`src/rtl/core/bbvs_pkg.sv`:
```
package bbvs_pkg;

    // Field and datapath widths
    localparam int SAMPLE_W    = 21;
    localparam int SCALE_SHIFT = 11;
    localparam int X_W         = 32;
    localparam int COEF_W      = 16;
    localparam int Y_W         = 48;
    localparam int ACC_W       = 64;
    localparam int SPEED_W     = 32;
    localparam int CFG_IDX_W   = 3;

    // a0 = 2048: truncating divide adds this bias to negative sums
    localparam logic signed [ACC_W-1:0] A0_BIAS = 64'sd2047;

    // Register indexes
    localparam logic [CFG_IDX_W-1:0] REG_B0 = 3'd0;
    localparam logic [CFG_IDX_W-1:0] REG_B1 = 3'd1;
    localparam logic [CFG_IDX_W-1:0] REG_B2 = 3'd2;
    localparam logic [CFG_IDX_W-1:0] REG_A1 = 3'd3;
    localparam logic [CFG_IDX_W-1:0] REG_A2 = 3'd4;

    // Coefficient reset values
    localparam logic signed [COEF_W-1:0] B0_RST = 16'sd251;
    localparam logic signed [COEF_W-1:0] B1_RST = 16'sd0;
    localparam logic signed [COEF_W-1:0] B2_RST = -16'sd251;
    localparam logic signed [COEF_W-1:0] A1_RST = -16'sd3576;
    localparam logic signed [COEF_W-1:0] A2_RST = 16'sd1547;

    // Divide by 170 through a reciprocal: q = (mag * RECIP) >> RECIP_SHIFT.
    // Exact for mag < 2^48 with shift = 48 + ceil(log2(170)).
    localparam int          SPEED_DIV   = 170;
    localparam int          RECIP_SHIFT = 56;
    localparam logic [63:0] SPEED_RECIP =
        ((64'd1 << RECIP_SHIFT) + 64'(SPEED_DIV) - 64'd1) / 64'(SPEED_DIV);
    localparam int          RECIP_W     = 49;
    localparam int          MAG_HALF_W  = 24;
    localparam int          RECIP_LO_W  = 25;
    localparam int          SUM_W       = Y_W + RECIP_W;

    typedef struct packed {
        logic signed [COEF_W-1:0] b0;
        logic signed [COEF_W-1:0] b1;
        logic signed [COEF_W-1:0] b2;
        logic signed [COEF_W-1:0] a1;
        logic signed [COEF_W-1:0] a2;
    } t_coefs;

endpackage

```
`src/rtl/core/bbvs_coef_regs.sv`:
```
module bbvs_coef_regs (
    input  logic                           i_clk,
    input  logic                           i_rst_n,
    input  logic                           i_cfg_valid,
    output logic                           o_cfg_ready,
    input  logic [bbvs_pkg::CFG_IDX_W-1:0] i_cfg_index,
    input  logic [bbvs_pkg::COEF_W-1:0]    i_cfg_data,
    output bbvs_pkg::t_coefs               o_coefs
);

    bbvs_pkg::t_coefs r_coefs;

    assign o_cfg_ready = 1'b1;
    assign o_coefs     = r_coefs;

    always_ff @(posedge i_clk) begin
        if (!i_rst_n) begin
            r_coefs.b0 <= bbvs_pkg::B0_RST;
            r_coefs.b1 <= bbvs_pkg::B1_RST;
            r_coefs.b2 <= bbvs_pkg::B2_RST;
            r_coefs.a1 <= bbvs_pkg::A1_RST;
            r_coefs.a2 <= bbvs_pkg::A2_RST;
        end else if (i_cfg_valid && o_cfg_ready) begin
            unique case (i_cfg_index)
                bbvs_pkg::REG_B0: r_coefs.b0 <= $signed(i_cfg_data);
                bbvs_pkg::REG_B1: r_coefs.b1 <= $signed(i_cfg_data);
                bbvs_pkg::REG_B2: r_coefs.b2 <= $signed(i_cfg_data);
                bbvs_pkg::REG_A1: r_coefs.a1 <= $signed(i_cfg_data);
                bbvs_pkg::REG_A2: r_coefs.a2 <= $signed(i_cfg_data);
                default: ;  // unmapped index: ignored
            endcase
        end
    end

endmodule

```
`config.mk`:
```
export PLATFORM = sky130hd
export DESIGN_NAME = bbvs_coef_regs
export DESIGN_NICKNAME = d
export VERILOG_FILES = /design/src/rtl/core/bbvs_pkg.sv /design/src/rtl/core/bbvs_coef_regs.sv
export SDC_FILE = /design/constraint.sdc
export NUM_CORES = 1
export LEC_CHECK = 0
export BUFFER_PORTS_ARGS = -buffer_cell sky130_fd_sc_hd__buf_2
export CORE_UTILIZATION = 45
export DETAILED_ROUTE_END_ITERATION = 10
export GPL_TIMING_DRIVEN = 1
export PLACE_DENSITY = 0.74
export SLEW_MARGIN = 20
export SYNTH_ARGS = -nofsm -noshare
export SYNTH_HDL_FRONTEND = slang
export SYNTH_SLANG_ARGS = --single-unit
```
`constraint.sdc`:
```
create_clock -name i_clk -period 0.94 [get_ports i_clk]
set_input_delay 0.094 -clock i_clk [delete_from_list [all_inputs] [get_ports i_clk]]
set_output_delay 0.094 -clock i_clk [all_outputs]
set_load 0.02 [all_outputs]
```
# After elaboration in Yosys (flattened, before gate mapping)
# Cells that the tools add are included.
[classes]
order_cmp = 0
addsub = 0
eq_ne = 4
reduce_logical = 6
n_mul = 0
muxes = 0
n_div = 0
n_bitwise = 0
shifts = 0
[ops]
columns = ["op", "n"]
rows = [
  ["$reduce_and A2 Y1", 5],
  ["$eq A3 B2 Y1 const B", 2],
  ["$eq A3 B1 Y1 const B", 1],
  ["$eq A3 B3 Y1 const B", 1],
  ["$logic_not A3 Y1", 1],
]
[word_totals]
out_inout_bits = 81
n_memories = 0
wordCells = 15
ff_bits = 80
inputBits = 22
mem_bits_ro = 0
latchBits = 0
ram_bits = 0

# Longest topological paths before layout
# Gate-level depths: netlist of run 1.
[depth]
ltp_word = 2
depth_mapped = 4

# Least setup slack after synthesis of run 1
# No wires, ideal clock.
[synth_timing]
path_type = "input to register"
start = "in i_cfg_index[0] (netlist bit)"
end = "reg r_coefs, in the netlist o_coefs[66]"
setup_slack_ns = 0.030
t_arrival_ns = 0.839
n_path_buf = 2
stages = 4
path_cell_list = "nor4b_2 buf_4 buf_12 mux2i_1"
[synth_via]
elab_chain_cells = 2
[synth_rtl]
columns = ["element", "line_no", "source"]
rows = [
  ["from (decl)", "bbvs_coef_regs.sv:6", "input logic [bbvs_pkg::CFG_IDX_W-1:0] i_cfg_index,"],
  ["$logic_not A3 Y1", "bbvs_coef_regs.sv:24", "unique case (i_cfg_index)"],
  ["$reduce_and A2 Y1 (no source line)", "n/a", ""],
  ["to (decl)", "bbvs_coef_regs.sv:11", "bbvs_pkg::t_coefs r_coefs;"],
]
# Every way passes these cells.
# A chain may end at the register's enable or synchronous reset.

# Worst setup path in the final report of run 1
[layout_timing]
start = "reg r_coefs, in the netlist o_coefs[77]"
end = "out o_coefs[77] (netlist bit)"
[layout_rtl]
columns = ["element", "line_no", "source"]
rows = [
  ["to (decl)", "bbvs_coef_regs.sv:8", "output bbvs_pkg::t_coefs o_coefs"],
]
# No word-level cell between the ends.

==> results of run 1 <==
-- cells in the mapped netlist --
master      n  area, µm²
and4bb_1    2      25.02
buf_12      3      60.06
buf_2       7      35.03
buf_4       4      30.03
buf_6       4      45.04
clkbuf_1    5      18.77
conb_1      1      3.750
dfxtp_1    80       1602
mux2i_1    80      800.8
nand2_1    68      255.2
nand4b_1    1      8.760
nand4bb_1   1      11.26
nor2b_1    44      275.3
nor4b_2     1      15.01
-- metrics by stage --
step | cells | total power, mW | TNS, ns | instance area (µm²) | hold slack, ns
after detailed placement | 486 | 4.200 | -3.755 | 3814 | 0.3833
after floorplan | 301 | 3.965 | 0 | 3186 | 0.2555
after global routing | 511 | 7.063 | -0.05090 | 4604 | 0.03116
after CTS | 502 | 6.778 | 0 | 4295 | 0.01795
final | 511 | 6.807 | 0 | 4604 | 0.03409
after global placement | 486 | 4.191 | -2.624 | 3814 | 0.3728
-- metal layers --
layer	routed length, µm	up-vias	part of all wire	track usage
met3	374	13	0.047	0.05294
met5	0	-	0	0
li1	-	1197	-	-
met4	133	0	0.017	0.09394
met1	3347	1208	0.42	0.2598
met2	4085	73	0.51	0.3629
-- power breakdown --
group          internal, mW  leakage [nW]  switching (mW)
registers              3.47         0.662          0.0553
logic                 0.337          1.25           0.372
clock network          1.30        0.0949            1.26
-- cell type report --
type / instances / area (µm²)
Clock inverter: 6 / 66.31
Multi-Input combinational cell: 198 / 1404
Tap cell: 96 / 120.1
Sequential cell: 80 / 1699
Clock buffer: 10 / 137.6
Timing Repair Buffer: 121 / 1177
Fill cell: 535 / 2227
-- logic make-up after synthesis --
group / after synthesis / synth area share
buf+inv: 23 / 0.05931
flops: 80 / 0.5028
mux: 80 / 0.2514
other cells: 1 / 0.001177
simple gates: 117 / 0.1854
-- path summary, 6_finish.rpt --
kind	cells past startpoint	slack [ns]	end
max	1	0.02	o_coefs[77]
min	3	0.03	o_coefs[68]$_SDFFE_PN1P_
max reg2reg	3	0.17	o_coefs[28]$_SDFFE_PN1P_
min reg2reg	2	0.46	o_coefs[39]$_SDFFE_PN0P_
-- what timing repair did --
action,in CTS,in global routing
setup buffers,0,9
cloned,0,0
gates resized for setup,132,85
setup endpoints to repair,78,74
==> flow_summary_export.csv, run 1 <==
group,metric,value,unit
sta,max_freq,1088,MHz
detailed_routing,avgRoutedWirePerCell,15.54,µm
logic_synthesis,ys_warn_count,0,
clock_network,cts_tree,"built",
floorplan,die_x,86.14,µm
detailed_routing,drt_iter0_drc,54,
detailed_routing,postRouteAntennaNets,0,
placement,dp_hpwl,5265,µm
grt,antenna_found_initial,0,
floorplan,rows,30,
sta,layout_setup_ws,0.02120,ns
sta,report.final.slew_viol_count,0,
clock_network,hold_buffers,0,
clock_network,clock_path_buffers,2,
logic_synthesis,ys_types,14,
detailed_routing,detail_route.first_pass.iterations,4,
status,outcome,"complete, no violations",
pwr,leakage,2.005,nW
sta,hold_viol,0,
layout,fin_nets,432,
layout,insertedDiodeCount,0,
grt,grt_pass1_vias,2384,
worst_hold_path,hold_path.class,"in2reg",
clock_network,cts_buffers,9,
critical_path,crit_path_start_kind,"flip-flop",
clock_network,cts.sinks,80,
floorplan,die_h,86.14,µm
floorplan,start_util,0.4663,
detailed_routing,totalWireLength,7940,µm
critical_path,cp.arrival,0.82,ns
critical_path,crit_fanout,2,
layout,largest_reg_flops,80,
worst_hold_path,worstHoldStart,"i_cfg_data[4]",
clock_network,clkLatencyLatePin,0.34,ns
critical_path,crit_path_end_kind,"output port",
sta,skew,0,ns
layout,drive_gt1_frac,0.5205,
logic_synthesis,syn_avg_cell_area,10.58,µm²
logic_synthesis,synth_nets,323,
critical_path,critPathTopFamily,"flip-flops",
critical_path,crit_required,0.85,ns
grt,overflow,0,
pwr,p_per_area,1478,nW/µm²
floorplan,die-area,7419,µm²
sta,setup_viol,0,
placement,gp_congestion,0.7353,
layout,final_cell_mix,"80 x mux2i_1, 78 x dfxtp_2, 68 x nand2_1",
logic_synthesis,synth_seq_cells,80,
logic_synthesis,syn_area,3186,µm²
critical_path,r2r-start,"o_coefs[28]$_SDFFE_PN1P_",
run,drv_cap,0,
sta,min_period,0.9188,ns
pwr,max-vdd-ir-drop,0.9450,mV
critical_path,slowest_stage,"dfxtp_2",
detailed_routing,viasPerCell,4.875,
grt,grt_usage,0.2150,
floorplan,boundaryPins,103,
critical_path,critPathBufInv,1,
critical_path,worst_path_largest_cell_delay,0.36,ns
sta,period_share,0.9775,
detailed_routing,vias,2491,
grt,grt_max_degree,48,
logic_synthesis,syn-instance-count,301,
logic_synthesis,seq_area_frac_synth,0.5027,
layout,final_common_cell,"mux2i_1",
layout,syn_to_final_growth,44.54,%
clock_network,clkTransAtPathRegs,0.08,ns
critical_path,crit_type,"reg2out",
floorplan,coreArea,6832,µm²
clock_network,cts_root_buffer,"clkbuf_8",
placement,io_buffers,101,
critical_path,cp-startpoint,"o_coefs[77]$_SDFFE_PN0P_",
critical_path,path_cells,"buf_6",
clock_network,htree_levels,3,
detailed_routing,post-route-drc-count,0,
placement,dp_slack,-0.1738,ns
layout,final_util,0.6740,
sta,rsz0062_at_grt,"yes",
grt,grt_pass1_wl,11910,µm
No activity file was read; power rests on OpenSTA's default activity.
==> run 2, diff against run 1 <==
- CORE_UTILIZATION: 45 -> 47
- CTS_BUF_LIST: default -> sky130_fd_sc_hd__clkbuf_8
- PLACE_DENSITY: 0.74 -> 0.77
- RECOVER_POWER: default -> 100
==> flow_summary_export.csv, run 2 (synthesis results as in run 1) <==
group,metric,value,unit
status,outcome,"complete, but fails checks",
status,violations,"DRC",
grt,overflow,0,
critical_path,cp_num_cells,1,
clock_network,cts_buffers,9,
critical_path,crit_end,"o_coefs[22]",
clock_network,cts.sinks,80,
critical_path,ff2ff_path_depth,3,
floorplan,boundaryPins,103,
critical_path,r2r-end,"o_coefs[75]$_SDFFE_PN0P_",
run,drv_cap,0,
critical_path,crit_required,0.85,ns
pwr,p_per_area,1624,nW/µm²
sta,hold_viol,0,
sta,min_period,0.9187,ns
pwr,p_clk_frac,0.412,
placement,gp_congestion,0.8046,
sta,max_freq,1088,MHz
critical_path,crit_path_end_kind,"output port",
detailed_routing,detail_route.first_pass.iterations,7,
pwr,max-vdd-ir-drop,1.014,mV
floorplan,rows,29,
layout,final_common_cell,"mux2i_1",
floorplan,die-area,7111,µm²
critical_path,critPathBufInv,1,
critical_path,path_cells,"buf_4",
layout,final_cell_mix,"80 x mux2i_1, 74 x dfxtp_2, 68 x nand2_1",
grt,grt_max_degree,41,
sta,worst_slew_pin_slew,0.6007,ns
grt,antenna_found_initial,0,
pwr,leakage,1.954,nW
worst_hold_path,min_path_cells,3,
grt,grt_pass1_wl,11450,µm
placement,place_area,3780,µm²
detailed_routing,avgRoutedWirePerCell,15.60,µm
pwr,p_sw,1.601,mW
clock_network,clkLatencyLatePin,0.34,ns
floorplan,die_h,84.33,µm
layout,insertedDiodeCount,0,
layout,syn_to_final_growth,37.63,%
layout,fin_nets,429,
layout,largest_reg_flops,80,
worst_hold_path,worstHoldStart,"i_cfg_data[8]",
sta,period_share,0.9774,
critical_path,crit_type,"reg2out",
floorplan,die_x,84.33,µm
critical_path,ff2ff_setup_slack,0.26,ns
sta,report.final.slew_viol_count,0,
sta,slew-limit-headroom,0.5995,
detailed_routing,postRouteAntennaNets,0,
layout,fin_area,4384,µm²
floorplan,start_util,0.4932,
sta,rsz0062_at_grt,"yes",
critical_path,slowest_stage,"dfxtp_1",
sta,skew,0,ns
placement,dp_hpwl,5230,µm
critical_path,crit_path_start_kind,"flip-flop",
placement,io_buffers,101,
clock_network,clock_path_buffers,2,
critical_path,cp-startpoint,"o_coefs[22]$_SDFFE_PN0P_",
pwr,seq_power_share,0.495,
critical_path,r2r-start,"o_coefs[75]$_SDFFE_PN0P_",
clock_network,cts_tree,"built",
detailed_routing,viasPerCell,4.980,
detailed_routing,post-route-drc-count,6,
clock_network,htree_levels,3,
grt,grt_usage,0.2109,
critical_path,critPathTopFamily,"flip-flops",
detailed_routing,vias,2430,
critical_path,crit_fanout,2,
layout,drive_gt1_frac,0.5036,
critical_path,cp.arrival,0.82,ns
pwr,p_sw_frac,0.2249,
floorplan,coreArea,6459,µm²
clock_network,cts_root_buffer,"clkbuf_8",
detailed_routing,drt_iter0_drc,110,
worst_hold_path,hold_path.class,"in2reg",
pwr,p_int,5.518,mW
detailed_routing,totalWireLength,7615,µm
layout,final_util,0.6788,
clock_network,clkTransAtPathRegs,0.08,ns
grt,grt_pass1_vias,2316,
sta,setup_viol,0,
pwr,pwr-share-comb,0.094,
critical_path,worst_path_largest_cell_delay,0.34,ns
run 2: cell count changes in the layout (fill, tap and decap cells not counted), sizes merged:
| cell | delta |
|---|---|
| buf | -10 |
| inv | -1 |
| clkinv | +2 |
| clkinvlp | -3 |
| bufinv | +2 |
| clkbuf | +6 |
run 2: area by class of cell:
| type | count | area, µm² |
|---|---|---|
| Multi-Input combinational cell | 198 | 1404 |
| Tap cell | 77 | 96.34 |
| Clock inverter | 6 | 108.9 |
| Fill cell | 491 | 2074 |
| Timing Repair Buffer | 118 | 957.2 |
| Clock buffer | 9 | 123.9 |
| Sequential cell | 80 | 1694 |
run 2: power groups by stage:
stage / sequential (mW) / combinational (mW) / clock, mW
2_1_floorplan: 3.67 / 0.295 / 0
3_3_place_gp: 3.58 / 0.602 / 0
3_5_place_dp: 3.58 / 0.613 / 0
4_1_cts: 3.51 / 0.652 / 2.97
5_1_grt: 3.53 / 0.710 / 3.10
6_report: 3.52 / 0.666 / 2.93
run 2: metrics by stage:
step                      power, mW  TNS [ns]  hold WS [ns]  worst slack [ns]  cells
after floorplan               3.965         0        0.2555           0.02974    301
after global placement        4.180    -3.156        0.3628          -0.08081    469
after detailed placement      4.193    -4.397        0.3854           -0.1462    469
after CTS                     7.134         0       0.01639       0.000006439    484
after global routing          7.337  -0.02561       0.03365         -0.007208    488
final                         7.119         0       0.02609           0.02127    488
run 2: what timing repair did:
action                                  in CTS  in global routing
buffers inserted                             0                  4
hold buffers                                 0                  0
gates resized for setup                    102                 79
endpoints found under the setup margin      72                 67
run 2: layer usage:
metal / track usage / part of all wire
met5: 0 / 0
met4: 0.1113 / 0.025
met3: 0.04326 / 0.046
met2: 0.3383 / 0.47
met1: 0.2687 / 0.45
run 2: worst min path at each step:
stage                               end  slack [ns]
3_5_place_dp   o_coefs[40]$_SDFFE_PN1P_        0.39
4_1_cts        o_coefs[40]$_SDFFE_PN1P_        0.02
3_3_place_gp   o_coefs[68]$_SDFFE_PN1P_        0.36
2_1_floorplan  o_coefs[16]$_SDFFE_PN0P_        0.26
6_report       o_coefs[40]$_SDFFE_PN1P_        0.03
5_1_grt        o_coefs[40]$_SDFFE_PN1P_        0.03
