<file path="src/rtl/core/bbvs_pkg.sv">
package bbvs_pkg;

    // Field and datapath widths
    localparam int SAMPLE_W    = 21;
    localparam int SCALE_SHIFT = 11;
    localparam int X_W         = 32;
    localparam int COEF_W      = 16;
    localparam int Y_W         = 48;
    localparam int ACC_W       = 64;
    localparam int SPEED_W     = 32;
    localparam int CFG_IDX_W   = 3;

    // a0 = 2048: truncating divide adds this bias to negative sums
    localparam logic signed [ACC_W-1:0] A0_BIAS = 64'sd2047;

    // Register indexes
    localparam logic [CFG_IDX_W-1:0] REG_B0 = 3'd0;
    localparam logic [CFG_IDX_W-1:0] REG_B1 = 3'd1;
    localparam logic [CFG_IDX_W-1:0] REG_B2 = 3'd2;
    localparam logic [CFG_IDX_W-1:0] REG_A1 = 3'd3;
    localparam logic [CFG_IDX_W-1:0] REG_A2 = 3'd4;

    // Coefficient reset values
    localparam logic signed [COEF_W-1:0] B0_RST = 16'sd251;
    localparam logic signed [COEF_W-1:0] B1_RST = 16'sd0;
    localparam logic signed [COEF_W-1:0] B2_RST = -16'sd251;
    localparam logic signed [COEF_W-1:0] A1_RST = -16'sd3576;
    localparam logic signed [COEF_W-1:0] A2_RST = 16'sd1547;

    // Divide by 170 through a reciprocal: q = (mag * RECIP) >> RECIP_SHIFT.
    // Exact for mag < 2^48 with shift = 48 + ceil(log2(170)).
    localparam int          SPEED_DIV   = 170;
    localparam int          RECIP_SHIFT = 56;
    localparam logic [63:0] SPEED_RECIP =
        ((64'd1 << RECIP_SHIFT) + 64'(SPEED_DIV) - 64'd1) / 64'(SPEED_DIV);
    localparam int          RECIP_W     = 49;
    localparam int          MAG_HALF_W  = 24;
    localparam int          RECIP_LO_W  = 25;
    localparam int          SUM_W       = Y_W + RECIP_W;

    typedef struct packed {
        logic signed [COEF_W-1:0] b0;
        logic signed [COEF_W-1:0] b1;
        logic signed [COEF_W-1:0] b2;
        logic signed [COEF_W-1:0] a1;
        logic signed [COEF_W-1:0] a2;
    } t_coefs;

endpackage

</file>
<file path="src/rtl/core/bbvs_speed_div.sv">
module bbvs_speed_div (
    input  logic                                i_clk,
    input  logic                                i_rst_n,
    input  logic                                i_valid,
    output logic                                o_ready,
    input  logic signed [bbvs_pkg::Y_W-1:0]     i_y,
    output logic                                o_valid,
    input  logic                                i_ready,
    output logic signed [bbvs_pkg::SPEED_W-1:0] o_vertical_speed
);

    localparam int HW  = bbvs_pkg::MAG_HALF_W;
    localparam int RLW = bbvs_pkg::RECIP_LO_W;
    localparam int RHW = bbvs_pkg::RECIP_W - RLW;
    localparam int SW  = bbvs_pkg::SUM_W;
    localparam logic [RHW-1:0] RECIP_HI = bbvs_pkg::SPEED_RECIP[bbvs_pkg::RECIP_W-1:RLW];
    localparam logic [RLW-1:0] RECIP_LO = bbvs_pkg::SPEED_RECIP[RLW-1:0];

    logic                        r_p_valid;
    logic                        r_neg;
    logic [HW+RHW-1:0]           r_pp_hh;
    logic [HW+RLW-1:0]           r_pp_hl;
    logic [HW+RHW-1:0]           r_pp_lh;
    logic [HW+RLW-1:0]           r_pp_ll;
    logic                        r_out_valid;
    logic [bbvs_pkg::SPEED_W-1:0] r_speed;

    logic                        out_ready;
    logic [bbvs_pkg::Y_W-1:0]    mag;
    logic [SW-1:0]               sum;
    logic [bbvs_pkg::SPEED_W-1:0] quot;
    logic [bbvs_pkg::SPEED_W-1:0] n_speed;

    assign out_ready        = !r_out_valid || i_ready;
    assign o_ready          = !r_p_valid || out_ready;
    assign o_valid          = r_out_valid;
    assign o_vertical_speed = $signed(r_speed);

    assign mag = i_y[bbvs_pkg::Y_W-1] ? (bbvs_pkg::Y_W'(0) - $unsigned(i_y)) : $unsigned(i_y);

    // recombine partial products, quotient sits above the reciprocal shift
    always_comb begin
        sum = (SW'(r_pp_hh) << (HW + RLW)) + (SW'(r_pp_hl) << HW)
            + (SW'(r_pp_lh) << RLW) + SW'(r_pp_ll);
        quot = sum[bbvs_pkg::RECIP_SHIFT +: bbvs_pkg::SPEED_W];
        // speed = -(y / 170): negative y gives +q
        n_speed = r_neg ? quot : (bbvs_pkg::SPEED_W'(0) - quot);
    end

    always_ff @(posedge i_clk) begin
        if (!i_rst_n) begin
            r_p_valid   <= 1'b0;
            r_out_valid <= 1'b0;
        end else begin
            if (o_ready) begin
                r_p_valid <= i_valid;
            end
            if (out_ready) begin
                r_out_valid <= r_p_valid;
            end
        end
    end

    always_ff @(posedge i_clk) begin
        if (i_valid && o_ready) begin
            r_neg   <= i_y[bbvs_pkg::Y_W-1];
            r_pp_hh <= mag[2*HW-1:HW] * RECIP_HI;
            r_pp_hl <= mag[2*HW-1:HW] * RECIP_LO;
            r_pp_lh <= mag[HW-1:0] * RECIP_HI;
            r_pp_ll <= mag[HW-1:0] * RECIP_LO;
        end
        if (r_p_valid && out_ready) begin
            r_speed <= n_speed;
        end
    end

endmodule

</file>
<file path="config.mk">
export PLATFORM = sky130hd
export DESIGN_NAME = bbvs_speed_div
export DESIGN_NICKNAME = d
export VERILOG_FILES = /design/src/rtl/core/bbvs_pkg.sv /design/src/rtl/core/bbvs_speed_div.sv
export SDC_FILE = /design/constraint.sdc
export NUM_CORES = 1
export LEC_CHECK = 0
export BUFFER_PORTS_ARGS = -buffer_cell sky130_fd_sc_hd__buf_2
export CORE_ASPECT_RATIO = 2
export CORE_MARGIN = 5
export CORE_UTILIZATION = 30
export CTS_CLUSTER_DIAMETER = 100
export DETAILED_ROUTE_END_ITERATION = 7
export PLACE_DENSITY_LB_ADDON = 0.08
export SLEW_MARGIN = 20
export SYNTH_ARGS = -nofsm -noshare
export SYNTH_HDL_FRONTEND = slang
export SYNTH_SLANG_ARGS = --single-unit
</file>
<file path="constraint.sdc">
create_clock -name i_clk -period 11.7 [get_ports i_clk]
set_input_delay 1.17 -clock i_clk [delete_from_list [all_inputs] [get_ports i_clk]]
set_output_delay 1.17 -clock i_clk [all_outputs]
set_load 0.01 [all_outputs]
</file>
# ---- Word-level counts from Yosys, hierarchy flattened
# Cells that the tools add are included.
dict set report word_totals {
  register_bits 206
  wordCells 25
  input_bits 52
  out_inout_bits 34
}
dict set report classes {
  muxes 2
  n_reduce_logical 6
  addsub 5
  multipliers 4
}
# cell n
set ops {}
lappend ops {{adder 88 x 73 -> 88 bit} 2}
lappend ops {{multiplier 24 x 24 -> 48 bit, second input constant} 2}
lappend ops {{adder 88 x 49 -> 88 bit} 1}
lappend ops {{two-way mux 48 bit} 1}
lappend ops {{subtractor 1 x 48 -> 48 bit, first input constant} 1}
lappend ops {{multiplier 24 x 18 -> 42 bit, second input constant} 1}
lappend ops {{multiplier 24 x 18 -> 33 bit, second input constant} 1}
lappend ops {{two-way mux 32 bit} 1}
lappend ops {{subtractor 1 x 32 -> 32 bit, first input constant} 1}
lappend ops {{logical AND 1 bit} 2}
lappend ops {{zero test 1 bit} 2}
lappend ops {{logical OR 1 bit} 2}

# ---- Longest topological paths before layout
# Gate-level depths: netlist (run 1).
dict set report depth {
  ltp_word 5
  mapped_depth 34
  depth_no_buf 33
}

# ---- Worst setup path after synthesis (run 1)
# OpenSTA, ideal clock, no wires.
dict set report synth_timing {
  path_type {input port to flip-flop}
  start {in i_y[2] in the netlist's numbering}
  end {reg r_pp_hl[41] (data pin)}
  t_arrival_ns 9.152
  setup_slack_ns 2.282
  stages 30
  required_time_ns 11.435
  setup_time_ns 0.265
  n_path_buf 0
  cell_sequence {or4_4 > nor3_2 > nand4b_1 > or4_1 > nand2b_1 > or3_1 > or2_1 > or3_4 > nand2_1 > xnor2_1 > ha_1 > ha_1 > fa_1 > ha_1 > fa_1 > fa_1 > ha_1 > ha_1 > a21o_1 > a21o_1 > a21o_1 > a21oi_1 > nor3b_1 > a211oi_1 > or2_2 > o21a_1 > a311o_1 > a21oi_1 > o21ai_0 > xor2_1}
}
dict set report synth_via {
  elab_chain_cells 3
}
# item line_no
set synth_lines {}
lappend synth_lines {{start: declaration} bbvs_speed_div.sv:6} ;# input logic signed [bbvs_pkg::Y_W-1:0] i_y,
lappend synth_lines {{subtractor 1 x 48 -> 48 bit} bbvs_speed_div.sv:39} ;# assign mag = i_y[bbvs_pkg::Y_W-1] ? (bbvs_pkg::Y_W'(0) - $unsigned(i_y)) : $unsigned(i_y);
lappend synth_lines {{two-way mux 48 bit} bbvs_speed_div.sv:39}
lappend synth_lines {{multiplier 24 x 24 -> 48 bit} bbvs_speed_div.sv:68} ;# r_pp_hl <= mag[2*HW-1:HW] * RECIP_LO;
lappend synth_lines {{end signal: assignment} bbvs_speed_div.sv:68}
lappend synth_lines {{end: declaration} bbvs_speed_div.sv:22} ;# logic [HW+RLW-1:0] r_pp_hl;
# Every way passes these cells.
# A chain may end at the register's enable or synchronous reset.

# ---- Final worst setup path (run 1)
dict set report layout_timing {
  start {in i_y[9] in the netlist's numbering}
  end {reg r_pp_hl[48] (data pin)}
}
# The elaborated chain is that of the path after synthesis.

==> results of run 1 <==
## cells by family (layout without fill, tap and decap cells)
logic type | after synthesis | in the layout | synth area share [%]
fa+ha+maj | 822 | 822 | 45.2
xor+xnor | 220 | 220 | 7.14
flops | 181 | 181 | 19.8
simple gates | 464 | 464 | 9.09
mux | 6 | 6 | 0.234
compound gates | 494 | 494 | 12.0
buf+inv | 445 | 563 | 6.44
## layout by cell type (no fill, tap or decap), drive strengths merged, types with 19 or more instances in the layout
master,synthesis,final
o21bai,24,24
nor2b,24,24
nand4,25,25
o21ai,87,87
fa,274,274
buf,5,112
ha,548,548
a31oi,19,19
nand2b,20,20
inv,418,428
o21a,23,23
edfxtp,179,179
nor2,105,105
a21oi,148,148
a21o,65,65
nand2,103,103
nor3,38,38
o31ai,21,21
xnor2,146,146
nand3,39,39
xor2,73,73
## state kept, by name, summed over array words and instances (netlist names)
| signal | flops |
|---|---|
| r_p_valid | 1 |
| o_valid | 1 |
| r_pp_ll | 25 |
| o_vertical_speed | 32 |
| r_neg | 1 |
| r_pp_hh | 32 |
| r_pp_hl | 48 |
| r_pp_lh | 41 |
## stage by stage
step                cell area [sq um]  hold WS [ns]  utilization [%]
floorplan                       27300         0.477                -
global placement                29200         0.509             32.4
detailed placement              29200         0.519             32.4
CTS                             29900         0.539             33.0
global route                    29900         0.567             33.0
finish                          29900         0.536             33.0
## path summary, 6_finish.rpt
| kind | end | slack (ns) | cells after the start |
|---|---|---|---|
| setup reg to reg | o_vertical_speed[31]$_DFFE_PP_ | 5.58 | 14 |
| setup / recovery | r_pp_hl[48]$_DFFE_PP_ | 1.15 | 33 |
| hold / removal | o_valid$_SDFFE_PN0P_ | 0.54 | 1 |
| hold reg to reg | o_valid$_SDFFE_PN0P_ | 0.54 | 1 |
## layout make-up
type | instances | share of cell area, %
inverter | 419 | 5.27
sequential | 181 | 18.1
multi-input combinational | 2006 | 67.5
tap | 1185 | 4.97
clock buffer | 17 | 1.43
timing repair buffer | 112 | 2.10
clock inverter | 15 | 0.633
## critical path: cells and delay by family
kind / cells / cell delay, ns
AOI/OAI and AO/OA: 10 / 2.94
xor gates and xnor gates: 2 / 0.51
and+or+nand+nor: 8 / 2.67
adders and majority gates: 8 / 3.09
buffers and inverters: 5 / 0.38
## routing by layer
layer	vias up	global-route usage, %
li1	9388	-
met1	9775	15.3
met4	0	12.3
met2	348	45.5
met3	136	1.55
met5	-	0
==> qor.yml, run 1 <==
worst_setup_path:
  path_class: "input port to flop"
  cp_common_cell: "ha_1"
  startpoint: "i_y[9]"
  slowest_stage: "a2111oi_0"
  cp_data_arrival_time_ns: 10.79
  end_kind: "flop"
  reg2reg_from: "r_pp_hl[10]$_DFFE_PP_"
  cp_max_fo: 5
  slowest_delay_ns: 0.79
  worstPathRequired_ns: 11.94
  setup.worst_path.start_class: "input port"
timing:
  drv_slew: 0
  rsz0062_at_grt: "no"
  finalClockSkew_ns: 0.0222
  slew_headroom_pct: 28.5
  setup_viol: 0
  fin_crit_ns: 10.55
  tns_ns: 0
  fin_crit_sh_pct: 90.2
  setup_slack_ns: 1.15
  hold_viol_final: 0
  fmax_ghz: 0.0948
  worst_pin_slew_ns: 1.06
routing:
  wire_per_inst_microns: 24.9
  route.met2.wl_microns: 62200
  routed-wl-met3_microns: 1390
  via_count: 19600
  wl_met1_microns: 27100
  ant_nets: 0
  first_iter_violations: 707
  highest_layer: "met4"
  via_per_inst: 4.99
  route.detailed.drc: 0
  first_pass_iters: 5
  routed_wl_microns: 98000
global_routing:
  grt_max_degree: 61
  grt_pass1_vias: 22000
  antenna_found_initial: 1
  grt_first_pass_wirelength_microns: 143000
  groute.usage.overall_pct: 20.2
  grt_overflow: 0
clocking:
  cts_hold_buf: 0
  clock_latency_ns: 0.50
  cts_tree: "yes"
  cts_buffers: 17
  htreeDepth: 4
  clock_path_buffers: 2
  post_cts_buffers: 0
  cts-root-buf: "clkbuf_16"
  path_clk_slew_ns: 0.09
  cts_resized: 0
  clock-sinks: 181
floorplanning:
  row_count: 156
  dieWidth_microns: 223
  core_sq_um: 90400
  die_h_microns: 437
  initial_core_util_pct: 30.2
  die_area_sq_um: 97500
  io_pins: 86
logic_synthesis:
  ys_types: 104
  syn_inst: 2632
  ys_warn_count: 0
  synth_area_sq_um: 27300
  synth_ff_type: "edfxtp_1"
  synth_top_area_share_pct: 25.1
  yosys-top-cells-count: "ha_1 (548), inv_1 (418), fa_1 (274)"
  yosys.cell_count.top_type: "ha_1"
  ys_seq_elements: 181
  ys_async_sr_fraction_pct: 0
  avgSynthCellArea_sq_um: 10.4
  synthTopCellsByArea: "ha_1 (25%), fa_1 (20%), edfxtp_1 (20%)"
  synth_area_leader_cell: "ha_1"
  synth_nets: 3506
  ys_seq_area_share_pct: 19.8
  synth_edf_count: 179
placement:
  place.gp.congestion: 0.926
  dp.cells: 3903
  port-buffer-count: 85
  pre_cts_slack_ns: 0.719
  dp_hpwl_microns: 88400
outcome:
  status: "completed"
layout:
  drive_gt1_share_pct: 7.85
  fill_cells: 9269
  area_delta_synth_final_pct: 9.37
  multi_input_area_sq_um: 20100
  diodes: 0
  nets: 3611
  regArea_sq_um: 5420
  final_cell_count_no_fill: 3935
worst_hold_path:
  hp-start: "r_p_valid$_SDFFE_PN0N_"
  min_path_type: "flop to flop"
flow_run:
  cap_violations: 0
Power of run 1 is not shown: default switching activity piles up to over one toggle a cycle in this logic, so the estimate is an artifact.
==> inputs of run 2 (changes only) <==
--- a/config.mk
+++ b/config.mk
@@ -5,6 +5,7 @@
 export SDC_FILE = /design/constraint.sdc
 export NUM_CORES = 1
 export LEC_CHECK = 0
+export ABC_AREA = 1
 export BUFFER_PORTS_ARGS = -buffer_cell sky130_fd_sc_hd__buf_2
 export CORE_ASPECT_RATIO = 2
 export CORE_MARGIN = 5
==> qor.yml, run 2 <==
outcome:
  status: "completed"
global_routing:
  grt_max_degree: 84
  antenna_found_initial: 2
  grt_first_pass_wirelength_microns: 187000
  grt_overflow: 0
  groute.usage.overall_pct: 23.2
  grt_pass1_vias: 28200
logic_synthesis:
  synth_top_area_share_pct: 21.9
  yosys-top-cells-count: "nand2_1 (900), inv_1 (840), ha_1 (548)"
  ys_seq_elements: 181
  avgSynthCellArea_sq_um: 7.88
  synth_nets: 4851
  synth_ff_type: "edfxtp_1"
  synthTopCellsByArea: "ha_1 (22%), fa_1 (17%), edfxtp_1 (17%)"
  ys_seq_area_share_pct: 17.3
  synth_area_sq_um: 31400
  ys_types: 57
  synth_edf_count: 179
  synth_area_leader_cell: "ha_1"
  syn_inst: 3977
  ys_warn_count: 0
  ys_async_sr_fraction_pct: 0
  yosys.cell_count.top_type: "nand2_1"
worst_hold_path:
  hold_end: "o_valid$_SDFFE_PN0P_"
  hold_path_depth: 2
  hp-start: "r_p_valid$_SDFFE_PN0N_"
  min_path_type: "flop to flop"
routing:
  first_iter_violations: 1214
  first_pass_iters: 6
  wire_per_inst_microns: 24.0
  routed_wl_microns: 131000
  route.detailed.drc: 0
  via_count: 26100
  via_per_inst: 4.79
  ant_nets: 0
worst_setup_path:
  cp_top_family: "adder cells"
  path_class: "input port to flop"
  slowest_stage: "xor2_1"
  setup.worst_path.start_class: "input port"
  r2r.worst_path.cells: 16
  startpoint: "i_y[0]"
  rrSetupSlack_ns: 7.44
  cp_max_fo: 6
  slowest_delay_ns: 0.53
  end_kind: "flop"
  r2r-end: "o_vertical_speed[31]$_DFFE_PP_"
  cp_data_arrival_time_ns: 8.71
  critPathBufInv: 8
  reg2reg_from: "r_pp_lh[44]$_DFFE_PP_"
  worstPathRequired_ns: 11.98
floorplanning:
  initial_core_util_pct: 30.2
  io_pins: 86
  die_h_microns: 467
  dieWidth_microns: 239
  row_count: 167
  die_area_sq_um: 111000
  core_sq_um: 104000
layout:
  reg_top3: "r_pp_hl (48), r_pp_lh (41)"
  largest_reg_flops: 48
  area_delta_synth_final_pct: 9.08
  drive_gt1_share_pct: 4.80
  regMostFlops: "r_pp_hl"
  final_common_cell: "nand2_1"
  nets: 4964
  layout_common_cells: "nand2_1 (900), inv_1 (839), ha_1 (548), nor2_1 (295), fa_1 (274)"
  fill_cells: 11400
clocking:
  cts_resized: 0
  cts-root-buf: "clkbuf_16"
  post_cts_buffers: 0
  clock_path_buffers: 2
  clock-sinks: 181
  htreeDepth: 4
  cts_hold_buf: 0
  clock_latency_ns: 0.51
  path_clk_slew_ns: 0.10
  cts_buffers: 17
  cts_tree: "yes"
placement:
  dp_hpwl_microns: 120000
  place.gp.congestion: 0.933
  port-buffer-count: 85
timing:
  tns_ns: 0
  setup_viol: 0
  fin_crit_ns: 8.43
  finalClockSkew_ns: 0.0280
  slew_headroom_pct: 27.4
  fin_crit_sh_pct: 72.0
  drv_slew: 0
  hold_viol_final: 0
  fmax_ghz: 0.119
  rsz0062_at_grt: "no"
  worst_pin_slew_ns: 1.08
flow_run:
  cap_violations: 0
==> run 2: cell count changes after synthesis, sizes merged, moves of 66 or more <==
| cell | delta |
|---|---|
| nor2 | +208 |
| inv | +431 |
| nand2 | +814 |
| nand3 | +104 |
| xor2 | +66 |
| xnor2 | -98 |
==> run 2: cell type report <==
cell class              instances  area (sq um)  area share, %
multi-input cells            2939         22700           66.5
flip-flops and latches        181          5420           15.8
inverters                     850          3200           9.34
well taps                    1352          1690           4.95
repair buffers                101           566           1.65
clock buffers                  17           425           1.24
clock inverters                15           165          0.483
diodes                          2          5.00         0.0146
==> run 2: worst max-delay path by stage <==
stage	endpoint	slack, ns	cells after the start
3_3_place_gp	r_pp_hl[31]$_DFFE_PP_	2.74	35
2_1_floorplan	r_pp_hl[45]$_DFFE_PP_	4.17	31
6_report	r_pp_hl[31]$_DFFE_PP_	3.27	35
3_5_place_dp	r_pp_hl[31]$_DFFE_PP_	2.69	35
5_1_grt	r_pp_hl[31]$_DFFE_PP_	2.69	39
4_1_cts	r_pp_hl[31]$_DFFE_PP_	3.21	35
==> run 2: through the flow <==
stage / hold slack (ns) / area [sq um] / std cells / util, % / worst slack [ns]
floorplan: 0.447 / 31400 / 3977 / - / 4.17
global placement: 0.521 / 33600 / 5422 / 32.4 / 2.74
detailed placement: 0.522 / 33600 / 5422 / 32.4 / 2.69
CTS: 0.538 / 34200 / 5454 / 33.0 / 3.21
global route: 0.560 / 34200 / 5455 / 33.0 / 2.69
finish: 0.531 / 34200 / 5457 / 33.0 / 3.27
==> run 2: per-layer routing <==
| metal | track usage (%) | share of wire, % |
|---|---|---|
| met5 | 0 | 0 |
| met4 | 13.9 | 7.4 |
| met3 | 1.43 | 1.3 |
| met2 | 50.3 | 61 |
| met1 | 19.6 | 30 |
==> run 2: kinds of logic (layout without fill, tap and decap cells) <==
kind of cell | after synthesis | after routing | share of synthesized area [%]
AO/OA/AOI/OAI | 422 | 422 | 7.64
XOR/XNOR | 187 | 187 | 5.33
adder cells (fa/ha/maj) | 822 | 822 | 39.4
buffers and inverters | 857 | 983 | 10.3
flip-flops | 181 | 181 | 17.3
other | 0 | 2 | 0
AND/OR/NAND/NOR | 1508 | 1508 | 20.1
==> run 2: worst reg2reg max path, cell delays in order, from the launching register on <==
cell and delay [ns]:
edfxtp_1 0.51, fa_1 0.48, ha_1 0.42, a21oi_1 0.54
o21ai_0 0.35, inv_1 0.12, nand2_1 0.08, a21oi_1 0.21
nand4_1 0.17, nand2_1 0.22, nand2_1 0.14, nor2_1 0.24
nand2_1 0.15, nand2_1 0.16, nand3_1 0.11, nand2_1 0.07
nand2_1 0.04
Power of run 2 is left out for the same reason.
